$ cat src/rtl/tga_pkg.sv
`timescale 1ns / 1ps
// Shared types and constants for the targa pixel-stream decoder.
// Depends on nothing; every other file of the block depends on it.
package tga_pkg;

    localparam int unsigned BYTE_W  = 8;
    localparam int unsigned CFG_W   = 16;
    localparam int unsigned DIM_W   = 16;
    localparam int unsigned INDEX_W = 32;
    localparam int unsigned DEPTH_W = 6;

    // Pixel depths that the decoder supports, in bits per pixel.
    localparam logic [DEPTH_W-1:0] PIXEL_BITS_16 = 6'd16;
    localparam logic [DEPTH_W-1:0] PIXEL_BITS_24 = 6'd24;
    localparam logic [DEPTH_W-1:0] PIXEL_BITS_32 = 6'd32;
    localparam logic [DEPTH_W-1:0] PIXEL_BITS_RESET = PIXEL_BITS_24;

    // Configuration register indexes.
    typedef enum logic [1:0] {
        CFG_RLE_MODE     = 2'd0,
        CFG_PIXEL_BITS   = 2'd1,
        CFG_IMAGE_WIDTH  = 2'd2,
        CFG_IMAGE_HEIGHT = 2'd3
    } t_cfg_index;

    typedef enum logic [1:0] {
        DEPTH_16,
        DEPTH_24,
        DEPTH_32,
        DEPTH_BAD
    } t_depth;

    typedef struct packed {
        t_depth     depth;
        logic       bad;
        logic [2:0] bytes;
    } t_depth_info;

    typedef struct packed {
        logic [BYTE_W-1:0] red;
        logic [BYTE_W-1:0] green;
        logic [BYTE_W-1:0] blue;
        logic [BYTE_W-1:0] alpha;
    } t_rgba;

endpackage

$ cat src/rtl/tga_byte_if.sv
`timescale 1ns / 1ps
// Byte channel into the targa decoder: valid, ready and one data byte.
// Depends on tga_pkg for the byte width.
interface tga_byte_if;
    logic                      valid;
    logic                      ready;
    logic [tga_pkg::BYTE_W-1:0] data_byte;

    modport source (output valid, output data_byte, input ready);
    modport sink   (input valid, input data_byte, output ready);
endinterface

$ cat src/rtl/tga_result_if.sv
`timescale 1ns / 1ps
// Result channel out of the targa decoder: valid, ready and one pixel or run.
// Depends on tga_pkg for the field widths.
interface tga_result_if;
    logic                        valid;
    logic                        ready;
    logic [tga_pkg::INDEX_W-1:0] pixel_index;
    logic [tga_pkg::BYTE_W-1:0]  run_count;
    logic [tga_pkg::BYTE_W-1:0]  red;
    logic [tga_pkg::BYTE_W-1:0]  green;
    logic [tga_pkg::BYTE_W-1:0]  blue;
    logic [tga_pkg::BYTE_W-1:0]  alpha;
    logic                        image_done;
    logic                        status;

    modport source (output valid, output pixel_index, output run_count, output red,
                    output green, output blue, output alpha, output image_done,
                    output status, input ready);
    modport sink   (input valid, input pixel_index, input run_count, input red,
                    input green, input blue, input alpha, input image_done,
                    input status, output ready);
endinterface

$ cat src/rtl/tga_pixel_fmt.sv
`timescale 1ns / 1ps
// Depth decode and colour reordering for one gathered targa pixel word.
// Depends on tga_pkg.
module tga_pixel_fmt (
    input  logic [tga_pkg::DEPTH_W-1:0] i_pixel_bits,
    input  logic [31:0]                 i_word,
    output tga_pkg::t_depth_info        o_info,
    output tga_pkg::t_rgba              o_rgba
);
    import tga_pkg::*;

    always_comb begin
        case (i_pixel_bits)
            PIXEL_BITS_16: o_info = '{depth: DEPTH_16, bad: 1'b0, bytes: 3'd2};
            PIXEL_BITS_24: o_info = '{depth: DEPTH_24, bad: 1'b0, bytes: 3'd3};
            PIXEL_BITS_32: o_info = '{depth: DEPTH_32, bad: 1'b0, bytes: 3'd4};
            default:       o_info = '{depth: DEPTH_BAD, bad: 1'b1, bytes: 3'd0};
        endcase
    end

    // Files store B,G,R(,A); 16-bit pixels are x-5-5-5, low byte first.
    always_comb begin
        case (o_info.depth)
            DEPTH_16: begin
                o_rgba.blue  = {i_word[4:0], 3'b000};
                o_rgba.green = {i_word[9:5], 3'b000};
                o_rgba.red   = {i_word[14:10], 3'b000};
                o_rgba.alpha = '0;
            end
            DEPTH_24: begin
                o_rgba.blue  = i_word[7:0];
                o_rgba.green = i_word[15:8];
                o_rgba.red   = i_word[23:16];
                o_rgba.alpha = '0;
            end
            DEPTH_32: begin
                o_rgba.blue  = i_word[7:0];
                o_rgba.green = i_word[15:8];
                o_rgba.red   = i_word[23:16];
                o_rgba.alpha = i_word[31:24];
            end
            default: begin
                o_rgba = '0;
            end
        endcase
    end

endmodule

$ cat src/rtl/tga_pixel_stream_decoder_core.sv
`timescale 1ns / 1ps
// Top level of the targa pixel-stream decoder: input register, decode, result register.
// Depends on tga_pkg, tga_byte_if, tga_result_if and tga_pixel_fmt.

// The decoder takes the pixel-data section of a targa image one byte per
// transaction and sustains one byte per clock cycle while no result waits on
// o_pix_out.ready. Each accepted byte is held in an input register, is decoded
// against the current image state, and any result lands in an output register
// that holds it valid until it is taken; while it waits, a byte in the input
// register waits too. The byte rate is set by the single decode
// stage between those two registers, which holds the remaining-pixel count
// and the run clamp; the width times height product is kept in a register of
// its own that is refreshed whenever either dimension is written, so the
// multiply stays out of the decode path. Uncompressed 24 and 32-bit pixels are
// reordered to R,G,B(,A); 16-bit 5-5-5 pixels are widened by three bits per
// field. In run-length mode a header byte gives no result, a raw packet gives
// one result per pixel, and a repeat packet gives a single result whose
// run_count tells how many pixels take its colour, clamped to the pixels left
// in the image. Once the last pixel has been produced, bytes are taken and
// dropped until reset. With a pixel depth other than 16, 24 or 32 every byte
// taken before the image is complete gives a result with status set and all
// other fields zero. Configuration is written through i_cfg_we, i_cfg_index
// and i_cfg_data and must only change while no transaction is in flight.
module tga_pixel_stream_decoder_core (
    input  logic                       i_clk,
    input  logic                       i_rst_n,
    input  logic                       i_cfg_we,
    input  logic [1:0]                 i_cfg_index,
    input  logic [tga_pkg::CFG_W-1:0]  i_cfg_data,
    tga_byte_if.sink                   i_pix_in,
    tga_result_if.source               o_pix_out
);
    import tga_pkg::*;

    // Configuration registers.
    logic               r_rle_mode;
    logic [DEPTH_W-1:0] r_pixel_bits;
    logic [DIM_W-1:0]   r_image_width;
    logic [DIM_W-1:0]   r_image_height;

    // Pixel count of the whole image, kept equal to width times height.
    logic [INDEX_W-1:0] r_total;
    logic [INDEX_W-1:0] n_total;

    // Decoder state.
    logic [1:0]         r_byte_phase;
    logic               r_packet_is_repeat;
    logic [7:0]         r_packet_remaining;
    logic [31:0]        r_colour_gather;
    logic [INDEX_W-1:0] r_pixels_done;
    logic               r_finished;

    logic [1:0]         n_byte_phase;
    logic               n_packet_is_repeat;
    logic [7:0]         n_packet_remaining;
    logic [31:0]        n_colour_gather;
    logic [INDEX_W-1:0] n_pixels_done;
    logic               n_finished;

    // Input register.
    logic               r_s1_valid;
    logic [BYTE_W-1:0]  r_s1_byte;

    // Result register.
    logic               r_out_valid;
    logic [INDEX_W-1:0] r_out_index;
    logic [BYTE_W-1:0]  r_out_run;
    t_rgba              r_out_rgba;
    logic               r_out_done;
    logic               r_out_status;

    logic               n_out_load;
    logic [INDEX_W-1:0] n_out_index;
    logic [BYTE_W-1:0]  n_out_run;
    t_rgba              n_out_rgba;
    logic               n_out_done;
    logic               n_out_status;

    logic               out_free;
    logic               s1_fire;
    logic [INDEX_W-1:0] total;
    logic [INDEX_W-1:0] left;
    logic               complete;
    logic               is_header;
    logic               pixel_end;
    logic [31:0]        word;
    logic [BYTE_W-1:0]  run;
    logic [INDEX_W-1:0] pixels_after;
    t_depth_info        info;
    t_rgba              rgba;

    // Handshake: the input register moves on whenever the result register
    // can take its outcome, so one transaction per cycle flows through.
    assign out_free       = !r_out_valid || o_pix_out.ready;
    assign s1_fire        = r_s1_valid && out_free;
    assign i_pix_in.ready = !r_s1_valid || out_free;

    // The byte at the current phase is merged into the gathered word here,
    // so the completing byte of a pixel never needs a register of its own.
    assign word = r_colour_gather | ({24'd0, r_s1_byte} << {r_byte_phase, 3'b000});

    tga_pixel_fmt u_fmt (
        .i_pixel_bits (r_pixel_bits),
        .i_word       (word),
        .o_info       (info),
        .o_rgba       (rgba)
    );

    // The product is formed from the written dimension and the stored one,
    // so it is ready in the same cycle as the dimension register itself.
    always_comb begin
        n_total = r_total;
        if (i_cfg_we) begin
            case (t_cfg_index'(i_cfg_index))
                CFG_IMAGE_WIDTH:  n_total = {16'd0, i_cfg_data[DIM_W-1:0]} *
                                            {16'd0, r_image_height};
                CFG_IMAGE_HEIGHT: n_total = {16'd0, r_image_width} *
                                            {16'd0, i_cfg_data[DIM_W-1:0]};
                default:          n_total = r_total;
            endcase
        end
    end

    assign total        = r_total;
    assign left         = total - r_pixels_done;
    assign complete     = r_finished || (r_pixels_done >= total);
    assign is_header    = r_rle_mode && (r_packet_remaining == 8'd0);
    assign pixel_end    = ({1'b0, r_byte_phase} + 3'd1) >= info.bytes;

    // A repeat run covers the whole packet unless the image ends sooner.
    always_comb begin
        if (r_rle_mode && r_packet_is_repeat) begin
            if (left >= {24'd0, r_packet_remaining}) begin
                run = r_packet_remaining;
            end else begin
                run = left[7:0];
            end
        end else begin
            run = 8'd1;
        end
    end

    assign pixels_after = r_pixels_done + {24'd0, run};

    always_comb begin
        n_byte_phase       = r_byte_phase;
        n_packet_is_repeat = r_packet_is_repeat;
        n_packet_remaining = r_packet_remaining;
        n_colour_gather    = r_colour_gather;
        n_pixels_done      = r_pixels_done;
        n_finished         = r_finished;
        n_out_load         = 1'b0;
        n_out_index        = r_pixels_done;
        n_out_run          = run;
        n_out_rgba         = rgba;
        n_out_done         = 1'b0;
        n_out_status       = 1'b0;

        if (s1_fire && !complete) begin
            if (info.bad) begin
                // Unsupported depth: report it and leave the state alone.
                n_out_load   = 1'b1;
                n_out_index  = '0;
                n_out_run    = '0;
                n_out_rgba   = '0;
                n_out_status = 1'b1;
            end else if (is_header) begin
                // Raw packets hold header+1 pixels, repeat packets header-127;
                // both come out as the low seven bits plus one.
                n_packet_is_repeat = r_s1_byte[7];
                n_packet_remaining = {1'b0, r_s1_byte[6:0]} + 8'd1;
                n_byte_phase       = '0;
                n_colour_gather    = '0;
            end else if (!pixel_end) begin
                n_byte_phase    = r_byte_phase + 2'd1;
                n_colour_gather = word;
            end else begin
                n_byte_phase    = '0;
                n_colour_gather = '0;
                if (r_rle_mode) begin
                    if (r_packet_is_repeat) begin
                        n_packet_remaining = '0;
                    end else begin
                        n_packet_remaining = r_packet_remaining - 8'd1;
                    end
                end
                n_pixels_done = pixels_after;
                n_finished    = pixels_after >= total;
                n_out_load    = 1'b1;
                n_out_done    = pixels_after >= total;
            end
        end
    end

    always_ff @(posedge i_clk) begin
        if (!i_rst_n) begin
            r_rle_mode     <= 1'b0;
            r_pixel_bits   <= PIXEL_BITS_RESET;
            r_image_width  <= '0;
            r_image_height <= '0;
            r_total        <= '0;
        end else begin
            r_total <= n_total;
            if (i_cfg_we) begin
                case (t_cfg_index'(i_cfg_index))
                    CFG_RLE_MODE:     r_rle_mode     <= i_cfg_data[0];
                    CFG_PIXEL_BITS:   r_pixel_bits   <= i_cfg_data[DEPTH_W-1:0];
                    CFG_IMAGE_WIDTH:  r_image_width  <= i_cfg_data[DIM_W-1:0];
                    CFG_IMAGE_HEIGHT: r_image_height <= i_cfg_data[DIM_W-1:0];
                    default:          r_rle_mode     <= r_rle_mode;
                endcase
            end
        end
    end

    always_ff @(posedge i_clk) begin
        if (!i_rst_n) begin
            r_byte_phase       <= '0;
            r_packet_is_repeat <= 1'b0;
            r_packet_remaining <= '0;
            r_colour_gather    <= '0;
            r_pixels_done      <= '0;
            r_finished         <= 1'b0;
            r_s1_valid         <= 1'b0;
            r_out_valid        <= 1'b0;
        end else begin
            r_byte_phase       <= n_byte_phase;
            r_packet_is_repeat <= n_packet_is_repeat;
            r_packet_remaining <= n_packet_remaining;
            r_colour_gather    <= n_colour_gather;
            r_pixels_done      <= n_pixels_done;
            r_finished         <= n_finished;
            if (i_pix_in.ready) begin
                r_s1_valid <= i_pix_in.valid;
            end
            if (n_out_load) begin
                r_out_valid <= 1'b1;
            end else if (o_pix_out.ready) begin
                r_out_valid <= 1'b0;
            end
        end
    end

    always_ff @(posedge i_clk) begin
        if (i_pix_in.valid && i_pix_in.ready) begin
            r_s1_byte <= i_pix_in.data_byte;
        end
        if (n_out_load) begin
            r_out_index  <= n_out_index;
            r_out_run    <= n_out_run;
            r_out_rgba   <= n_out_rgba;
            r_out_done   <= n_out_done;
            r_out_status <= n_out_status;
        end
    end

    assign o_pix_out.valid       = r_out_valid;
    assign o_pix_out.pixel_index = r_out_index;
    assign o_pix_out.run_count   = r_out_run;
    assign o_pix_out.red         = r_out_rgba.red;
    assign o_pix_out.green       = r_out_rgba.green;
    assign o_pix_out.blue        = r_out_rgba.blue;
    assign o_pix_out.alpha       = r_out_rgba.alpha;
    assign o_pix_out.image_done  = r_out_done;
    assign o_pix_out.status      = r_out_status;

endmodule

$ cat src/flat_wrapper.sv
// flat-port wrapper written by rule: the top's interface ports become plain ports
module tga_pixel_stream_decoder_core_flat import tga_pkg::*;
  (i_clk, i_rst_n, i_cfg_we, i_cfg_index, i_cfg_data, i_pix_in_valid, i_pix_in_data_byte, i_pix_in_ready, o_pix_out_valid, o_pix_out_pixel_index, o_pix_out_run_count, o_pix_out_red, o_pix_out_green, o_pix_out_blue, o_pix_out_alpha, o_pix_out_image_done, o_pix_out_status, o_pix_out_ready);
  tga_byte_if i_pix_in_i ();
  tga_result_if o_pix_out_i ();
  input  logic i_clk;
  input  logic i_rst_n;
  input  logic i_cfg_we;
  input  logic [1:0] i_cfg_index;
  input  logic [tga_pkg::CFG_W-1:0] i_cfg_data;
  input wire logic [$bits(i_pix_in_i.valid)-1:0] i_pix_in_valid;
  input wire logic [$bits(i_pix_in_i.data_byte)-1:0] i_pix_in_data_byte;
  output wire logic [$bits(i_pix_in_i.ready)-1:0] i_pix_in_ready;
  output wire logic [$bits(o_pix_out_i.valid)-1:0] o_pix_out_valid;
  output wire logic [$bits(o_pix_out_i.pixel_index)-1:0] o_pix_out_pixel_index;
  output wire logic [$bits(o_pix_out_i.run_count)-1:0] o_pix_out_run_count;
  output wire logic [$bits(o_pix_out_i.red)-1:0] o_pix_out_red;
  output wire logic [$bits(o_pix_out_i.green)-1:0] o_pix_out_green;
  output wire logic [$bits(o_pix_out_i.blue)-1:0] o_pix_out_blue;
  output wire logic [$bits(o_pix_out_i.alpha)-1:0] o_pix_out_alpha;
  output wire logic [$bits(o_pix_out_i.image_done)-1:0] o_pix_out_image_done;
  output wire logic [$bits(o_pix_out_i.status)-1:0] o_pix_out_status;
  input wire logic [$bits(o_pix_out_i.ready)-1:0] o_pix_out_ready;
  assign i_pix_in_i.valid = i_pix_in_valid;
  assign i_pix_in_i.data_byte = i_pix_in_data_byte;
  assign i_pix_in_ready = i_pix_in_i.ready;
  assign o_pix_out_valid = o_pix_out_i.valid;
  assign o_pix_out_pixel_index = o_pix_out_i.pixel_index;
  assign o_pix_out_run_count = o_pix_out_i.run_count;
  assign o_pix_out_red = o_pix_out_i.red;
  assign o_pix_out_green = o_pix_out_i.green;
  assign o_pix_out_blue = o_pix_out_i.blue;
  assign o_pix_out_alpha = o_pix_out_i.alpha;
  assign o_pix_out_image_done = o_pix_out_i.image_done;
  assign o_pix_out_status = o_pix_out_i.status;
  assign o_pix_out_i.ready = o_pix_out_ready;
  tga_pixel_stream_decoder_core u_core (.i_clk(i_clk), .i_rst_n(i_rst_n), .i_cfg_we(i_cfg_we), .i_cfg_index(i_cfg_index), .i_cfg_data(i_cfg_data), .i_pix_in(i_pix_in_i), .o_pix_out(o_pix_out_i));
endmodule
$ cat config.mk
export PLATFORM = sky130hd
export DESIGN_NAME = tga_pixel_stream_decoder_core_flat
export DESIGN_NICKNAME = d
export VERILOG_FILES = /design/src/rtl/tga_pkg.sv /design/src/rtl/tga_byte_if.sv /design/src/rtl/tga_result_if.sv /design/src/rtl/tga_pixel_fmt.sv /design/src/rtl/tga_pixel_stream_decoder_core.sv /design/src/flat_wrapper.sv
export SDC_FILE = /design/constraint.sdc
export NUM_CORES = 2
export LEC_CHECK = 0
export BUFFER_PORTS_ARGS = -buffer_cell sky130_fd_sc_hd__buf_2
export CAP_MARGIN = 25
export CORE_ASPECT_RATIO = 1.1
export CORE_MARGIN = 3
export CORE_UTILIZATION = 57
export DETAILED_ROUTE_END_ITERATION = 12
export PLACE_DENSITY = 0.81
export SKIP_CTS_REPAIR_TIMING = 1
export SLEW_MARGIN = 30
export SYNTH_ARGS = -nofsm -noshare
export SYNTH_HDL_FRONTEND = slang
export SYNTH_SLANG_ARGS = --single-unit
$ cat constraint.sdc
create_clock -name i_clk -period 8.37 [get_ports i_clk]
set_input_delay 0.4185 -clock i_clk [delete_from_list [all_inputs] [get_ports i_clk]]
set_output_delay 0.4185 -clock i_clk [all_outputs]
set_load 0.005 [all_outputs]
== Yosys cells after proc, flatten, opt, wreduce, memory -nomap -nowiden ==
Index checks and enable logic that the tools add are counted.
Word-level totals
  input port bits: 31
  register bits: 231
  output and inout port bits: 76
  word-level logic and storage cells: 102
Cells by class
  shift operators: 1
  equal/unequal tests: 8
  $add $sub $neg: 6
  bitwise gates (word level): 5
  reductions and logical operators: 28
  multipliers: 2
  multiplexer cells: 26
  order comparisons: 4
Operators with widths (number)
  32-bit 2-to-1 mux: 6
  32-bit one-hot mux with 3 select lines: 1
  32-bit >= comparator: 2
  16-bit by 16-bit multiplier with 32-bit output: 2
  8-bit 2-to-1 mux: 8
  32-bit one-hot mux with 2 select lines: 1
  32-bit by 8-bit adder with 32-bit output: 1
  32-bit by 8-bit >= comparator with 1-bit output: 1
  32-bit bitwise OR: 1
  8-bit by 5-bit << shifter with 32-bit output: 1
  32-bit subtractor: 1
  6-bit one-hot mux with 3 select lines: 1
  6-bit by 5-bit == test with 1-bit output (second input constant): 2
  2-bit AND reduction: 6
  7-bit by 1-bit adder with 8-bit output (second input constant): 1
  8-bit logical NOT: 1
  4-bit AND reduction: 2
  2-bit nonzero test: 4
  8-bit by 1-bit subtractor with 8-bit output (second input constant): 1
  1-bit 2-to-1 mux: 7
  2-bit == test (second input constant): 3
  6-bit == test (second input constant): 1
  1-bit logical AND: 5
  2-bit by 1-bit == test with 1-bit output (second input constant): 2
  10 further kinds: 19

== Longest topological paths before layout ==
  word-level depth: 8
  depth in mapped cells: 43
  mapped depth without buffers: 42

== By module ==
Synthesis repeated with hierarchy kept, for this count alone.
Second synthesis, totals
  cells, all modules: 3490
  area, all modules: 30121.4 sq um
By module, submodules not included
  tga_pixel_stream_decoder_core: seq. area each 5445.2 sq um, cells each 3442, area an instance 29744.8 sq um, instances 1
  tga_pixel_fmt: seq. area each 0.0 sq um, cells each 48, area an instance 376.6 sq um, instances 1

== Worst setup path after synthesis ==
No wires, ideal clock.
  kind: reg-to-reg
  from: register u_core.r_pixels_done[16]
  to: register u_core.r_out_rgba, in the netlist u_core.o_pix_out.alpha[0], enable pin
  slack: -0.090 ns
  data required time: 7.749 ns
  setup time: 0.621 ns
  period minus slack after synthesis: 8.460 ns
  stages on the path, launching flop included: 13
  data arrival time: 7.838 ns
  path buffers: 2
  path through: dfxtp_1 > clkbuf_1 > inv_1 > ha_1 > buf_2 > nand2_1 > nor2_1 > and3_1 > a21boi_1 > o31ai_1 > a21oi_1 > o31a_1 > a21boi_0
Between the ends
  longest elaborated chain between the ends: 5
RTL lines
  from (decl): line tga_pixel_stream_decoder_core.sv:50  | logic [INDEX_W-1:0] r_pixels_done;
  from (signal assigned): line tga_pixel_stream_decoder_core.sv:231  | r_pixels_done <= n_pixels_done;
  32-bit >= comparator: line tga_pixel_stream_decoder_core.sv:126  | assign complete = r_finished || (r_pixels_done >= total);
  1-bit logical OR: line tga_pixel_stream_decoder_core.sv:126
  1-bit logical NOT: line tga_pixel_stream_decoder_core.sv:159  | if (s1_fire && !complete) begin
  1-bit logical AND: line tga_pixel_stream_decoder_core.sv:159
  1-bit 2-to-1 mux: line tga_pixel_stream_decoder_core.sv:159
  net u_core.n_out_load: line tga_pixel_stream_decoder_core.sv:72  | logic n_out_load;
  to (signal assigned): line tga_pixel_stream_decoder_core.sv:251  | r_out_rgba <= n_out_rgba;
  to (decl): line tga_pixel_stream_decoder_core.sv:68  | t_rgba r_out_rgba;
The timed path passes the listed nets, and every way through them passes these cells.
A chain may end at the register's enable or synchronous reset.

== Worst setup path after layout ==
  from: register u_core.r_pixels_done[2]
  to: register u_core.r_finished
Between the ends
  longest elaborated chain between the ends: 6
  elaborated cells between the ends (all ways): 11
  classes of those cells: add/sub: 2; order compare: 3; mux: 2; reduce/logical: 4
RTL lines
  32-bit subtractor: line tga_pixel_stream_decoder_core.sv:125  | assign left = total - r_pixels_done;
  32-bit by 8-bit >= comparator with 1-bit output: line tga_pixel_stream_decoder_core.sv:133  | if (left >= {24'd0, r_packet_remaining}) begin
  8-bit 2-to-1 mux: line tga_pixel_stream_decoder_core.sv:133
  8-bit 2-to-1 mux: line tga_pixel_stream_decoder_core.sv:132  | if (r_rle_mode && r_packet_is_repeat) begin
  32-bit by 8-bit adder with 32-bit output *: line tga_pixel_stream_decoder_core.sv:143  | assign pixels_after = r_pixels_done + {24'd0, run};
  net u_core.pixels_after[18]: line tga_pixel_stream_decoder_core.sv:88  | logic [INDEX_W-1:0] pixels_after;
  32-bit >= comparator *: line tga_pixel_stream_decoder_core.sv:188  | n_finished = pixels_after >= total;
  to (signal assigned): line tga_pixel_stream_decoder_core.sv:232  | r_finished <= n_finished;
  to (decl): line tga_pixel_stream_decoder_core.sv:51  | logic r_finished;
The timed path passes the listed nets; every way through them passes the cells marked *.

==> impl_metrics.ini <==
[finish]
n_antenna_cell = 0
area_delta_synth_final_pct = 6.27
final_area_um2 = 32000
nNetsFinal = 4254
drive_above_1_share_pct = 6.88
finish.utilization_pct = 61.8

[critical_path]
reg2reg_depth = 40
worstSetupPathType = register to register
reg2reg_from = u_core.r_pixels_done[2]
end_kind = register
critPathLaunchType = register
crit_arrival_ps = 8280
path_max_fanout = 6
slowest_stage = a2111o_1
reg2reg_setup_slack_ps = 530
path_common_cell = a21o_1
critPathMaxStageDelay_ps = 500
regToRegEndpoint = u_core.r_finished
cp.required_ps = 8820

[route]
routed_wl_um = 80000
detail_route.vias_per_cell = 5.90
drt_iter0_drc = 1903
drc = 0
drt_pass1_iterations = 8
wl_per_cell_um = 18.9
dr_total_vias = 24929
ant_nets = 0

[clock_tree]
cts_root_buf = clkbuf_16
clock-sinks = 231
clkTransAtPathRegs_ps = 60
clk_path_buf_depth = 3
h-tree-depth = 1
insertion_delay_ps = 580
cts_tree = done
cts_buffers = 26

[yosys]
synth-edff-count = 82
yosysSeqAreaShare_pct = 18.1
syn_inst = 3545
syn_nets = 4260
syn_area_per_cell_um2 = 8.48
ys_types = 82
synth_ff_type = dfxtp_1
syn_area_um2 = 30100
async_flop_share_pct = 0
ys_warn_count = 0
ys_seq_elements = 231

[placement]
gp_congestion = 0.981
dp_slack_ps = 204
io_buffers = 106
place_hpwl_um = 62200
place_area_um2 = 31100

[pwr]
p_int_mw = 2.27
pwr-share-comb_pct = 35.1
switching_power_mw = 1.37
pwr-share-clk_pct = 30.3
peakVddDrop_uv = 136
seq_power_share_pct = 34.7
cellLeakagePower_nw = 14.7
sw_frac_of_total_pct = 37.6
powerDensity_nw_per_um2 = 114

[global_routing]
grt_antenna_before_repair = 0
grt_pass1_wl_um = 130000
grt_pass1_vias = 25117
grt_max_degree = 76
grt_overflow_total = 0
track_usage_pct = 29.1

[min_path]
min_path_cells = 1
hold_start = i_pix_in_data_byte[4]
holdCritPathClass = input pin to register
holdPathEnd = u_core.r_s1_byte[4]

[die]
initial_core_util_pct = 58.2
die_w_um = 225
core_um2 = 51700
die_area_um2 = 55600
boundaryPins = 107
rows = 87
die_h_um = 247

[timing]
setup_viol = 0
rsz0062_at_grt = no
fmax_mhz = 128
slew_viol_final = 0
setup_tns_ps = 0
post-route-period-util_pct = 93.6
clock-skew-final_ps = 40.8
fin_ws_ps = 532
hold_violations = 0
tightest_slew_ps = 1010
finalCriticalPeriod_ps = 7840
max_slew_margin_pct = 32.6

[run_status]
status = finished clean

[flow_run]
max_cap_violations = 0
[worst max-delay path, delay by kind of cell (launching register included)]
kind	cells	cell delay, ps
buf+inv	3	220
simple gates	10	1640
flops	1	370
xor+xnor	2	340
compound gates	20	3670
fa+ha+maj	5	1450
[cells by family (layout without fill, tap and decap cells)]
| logic type | after synthesis | after routing | synth area share [%] |
|---|---|---|---|
| compound gates | 592 | 592 | 12.5 |
| xor+xnor | 102 | 102 | 2.97 |
| fa+ha+maj | 684 | 684 | 38.2 |
| buf+inv | 744 | 758 | 9.37 |
| flops | 231 | 231 | 18.1 |
| mux | 28 | 28 | 0.961 |
| simple gates | 1164 | 1164 | 17.9 |
[synth_stat cells (7+ instances only)]
library cell / n / share of area, %
nand2_1: 541 / 6.8
o21bai_1: 9 / 0.22
clkbuf_1: 172 / 2.1
o21a_1: 20 / 0.50
o22ai_1: 22 / 0.46
a21oi_1: 234 / 3.9
buf_2: 16 / 0.27
dfxtp_1: 149 / 9.9
nor2_1: 197 / 2.5
nor2b_1: 17 / 0.35
nor3_1: 50 / 0.83
and2_1: 186 / 3.9
xor2_1: 25 / 0.73
nor4_1: 18 / 0.37
and3_1: 19 / 0.40
nand3_1: 46 / 0.77
o211ai_1: 16 / 0.40
a211oi_1: 27 / 0.67
nand4_1: 32 / 0.67
a21o_1: 60 / 1.5
nand2b_1: 20 / 0.42
a31oi_1: 24 / 0.50
edfxtp_1: 82 / 8.2
fa_1: 390 / 26
or2_2: 7 / 0.15
xnor2_1: 77 / 2.2
or3_1: 9 / 0.19
o31ai_1: 15 / 0.37
a211o_1: 9 / 0.26
ha_1: 294 / 12
inv_1: 549 / 6.9
mux2i_1: 24 / 0.80
o21ai_0: 80 / 1.3
[metal layers]
layer	GRT usage, %	part of all wire, %	up-vias
li1	-	-	11450
met1	38.2	41	12320
met2	48.8	47	961
met3	3.92	7.6	198
met4	11.8	4.6	0
met5	0	0	-
[state kept, by name, summed over array words and instances, names as in the netlist, 16 cells and up]
register	flops
u_core.o_pix_out.pixel_index	32
u_core.r_pixels_done	32
u_core.r_colour_gather	32
u_core.r_total	32
u_core.r_image_height	16
u_core.r_image_width	16
[stage by stage]
step | power, mW | hold slack [ps] | instances
detailed placement | 2.53 | 456 | 4176
global route | 3.84 | 1.07 | 4226
CTS | 3.63 | -5.81 | 4224
floorplan | 2.15 | 436 | 3545
finish | 3.64 | 10.0 | 4226
global placement | 2.51 | 448 | 4176
[area by class of cell]
type,count,area [um2]
Multi-Input combinational cell,2570,21900
Inverter,549,2060
Tap cell,667,835
Clock inverter,16,109
Clock buffer,32,694
Sequential cell,231,5450
Fill cell,4390,19700
Timing Repair Buffer,161,951
[how the worst max path moves through the flow]
stage                                        from           endpoint  slack [ps]  cells past startpoint
after floorplan                 u_core.r_total[0]  u_core.r_finished         980                     41
after global placement          u_core.r_total[0]  u_core.r_finished         290                     40
after detailed placement        u_core.r_total[0]  u_core.r_finished         200                     40
after CTS                       u_core.r_total[0]  u_core.r_finished         150                     40
after global routing            u_core.r_total[0]  u_core.r_finished          10                     40
final                     u_core.r_pixels_done[2]  u_core.r_finished         530                     40
[cell usage in the layout (no fill, tap or decap), types with 5 or more instances in the layout]
master	count
inv_1	547
nand2_1	541
fa_1	390
ha_1	293
a21oi_1	233
nor2_1	195
and2_1	186
dfxtp_1	148
buf_2	106
edfxtp_1	82
o21ai_0	78
xnor2_1	77
a21o_1	60
buf_4	53
nor3_1	50
nand3_1	46
nand4_1	32
a211oi_1	27
clkbuf_16	27
xor2_1	25
a31oi_1	24
mux2i_1	24
o22ai_1	22
nand2b_1	20
o21a_1	20
and3_1	19
nor4_1	18
nor2b_1	17
o211ai_1	16
o31ai_1	15
a211o_1	9
o21bai_1	9
or3_1	9
or2_2	7
clkinv_2	7
nor3b_1	6
o221ai_1	6
o2111ai_1	5
o21ba_2	5
clkbuf_1	5
[power by group through the flow]
stage               sequential (mW)  combinational (mW)  clock, mW
floorplan                      1.26               0.898          0
global placement               1.28                1.23          0
detailed placement             1.28                1.25          0
CTS                            1.26                1.26       1.12
global route                   1.26                1.42       1.16
finish                         1.26                1.28       1.10
Note: power is estimated with default switching activity, not from simulation.
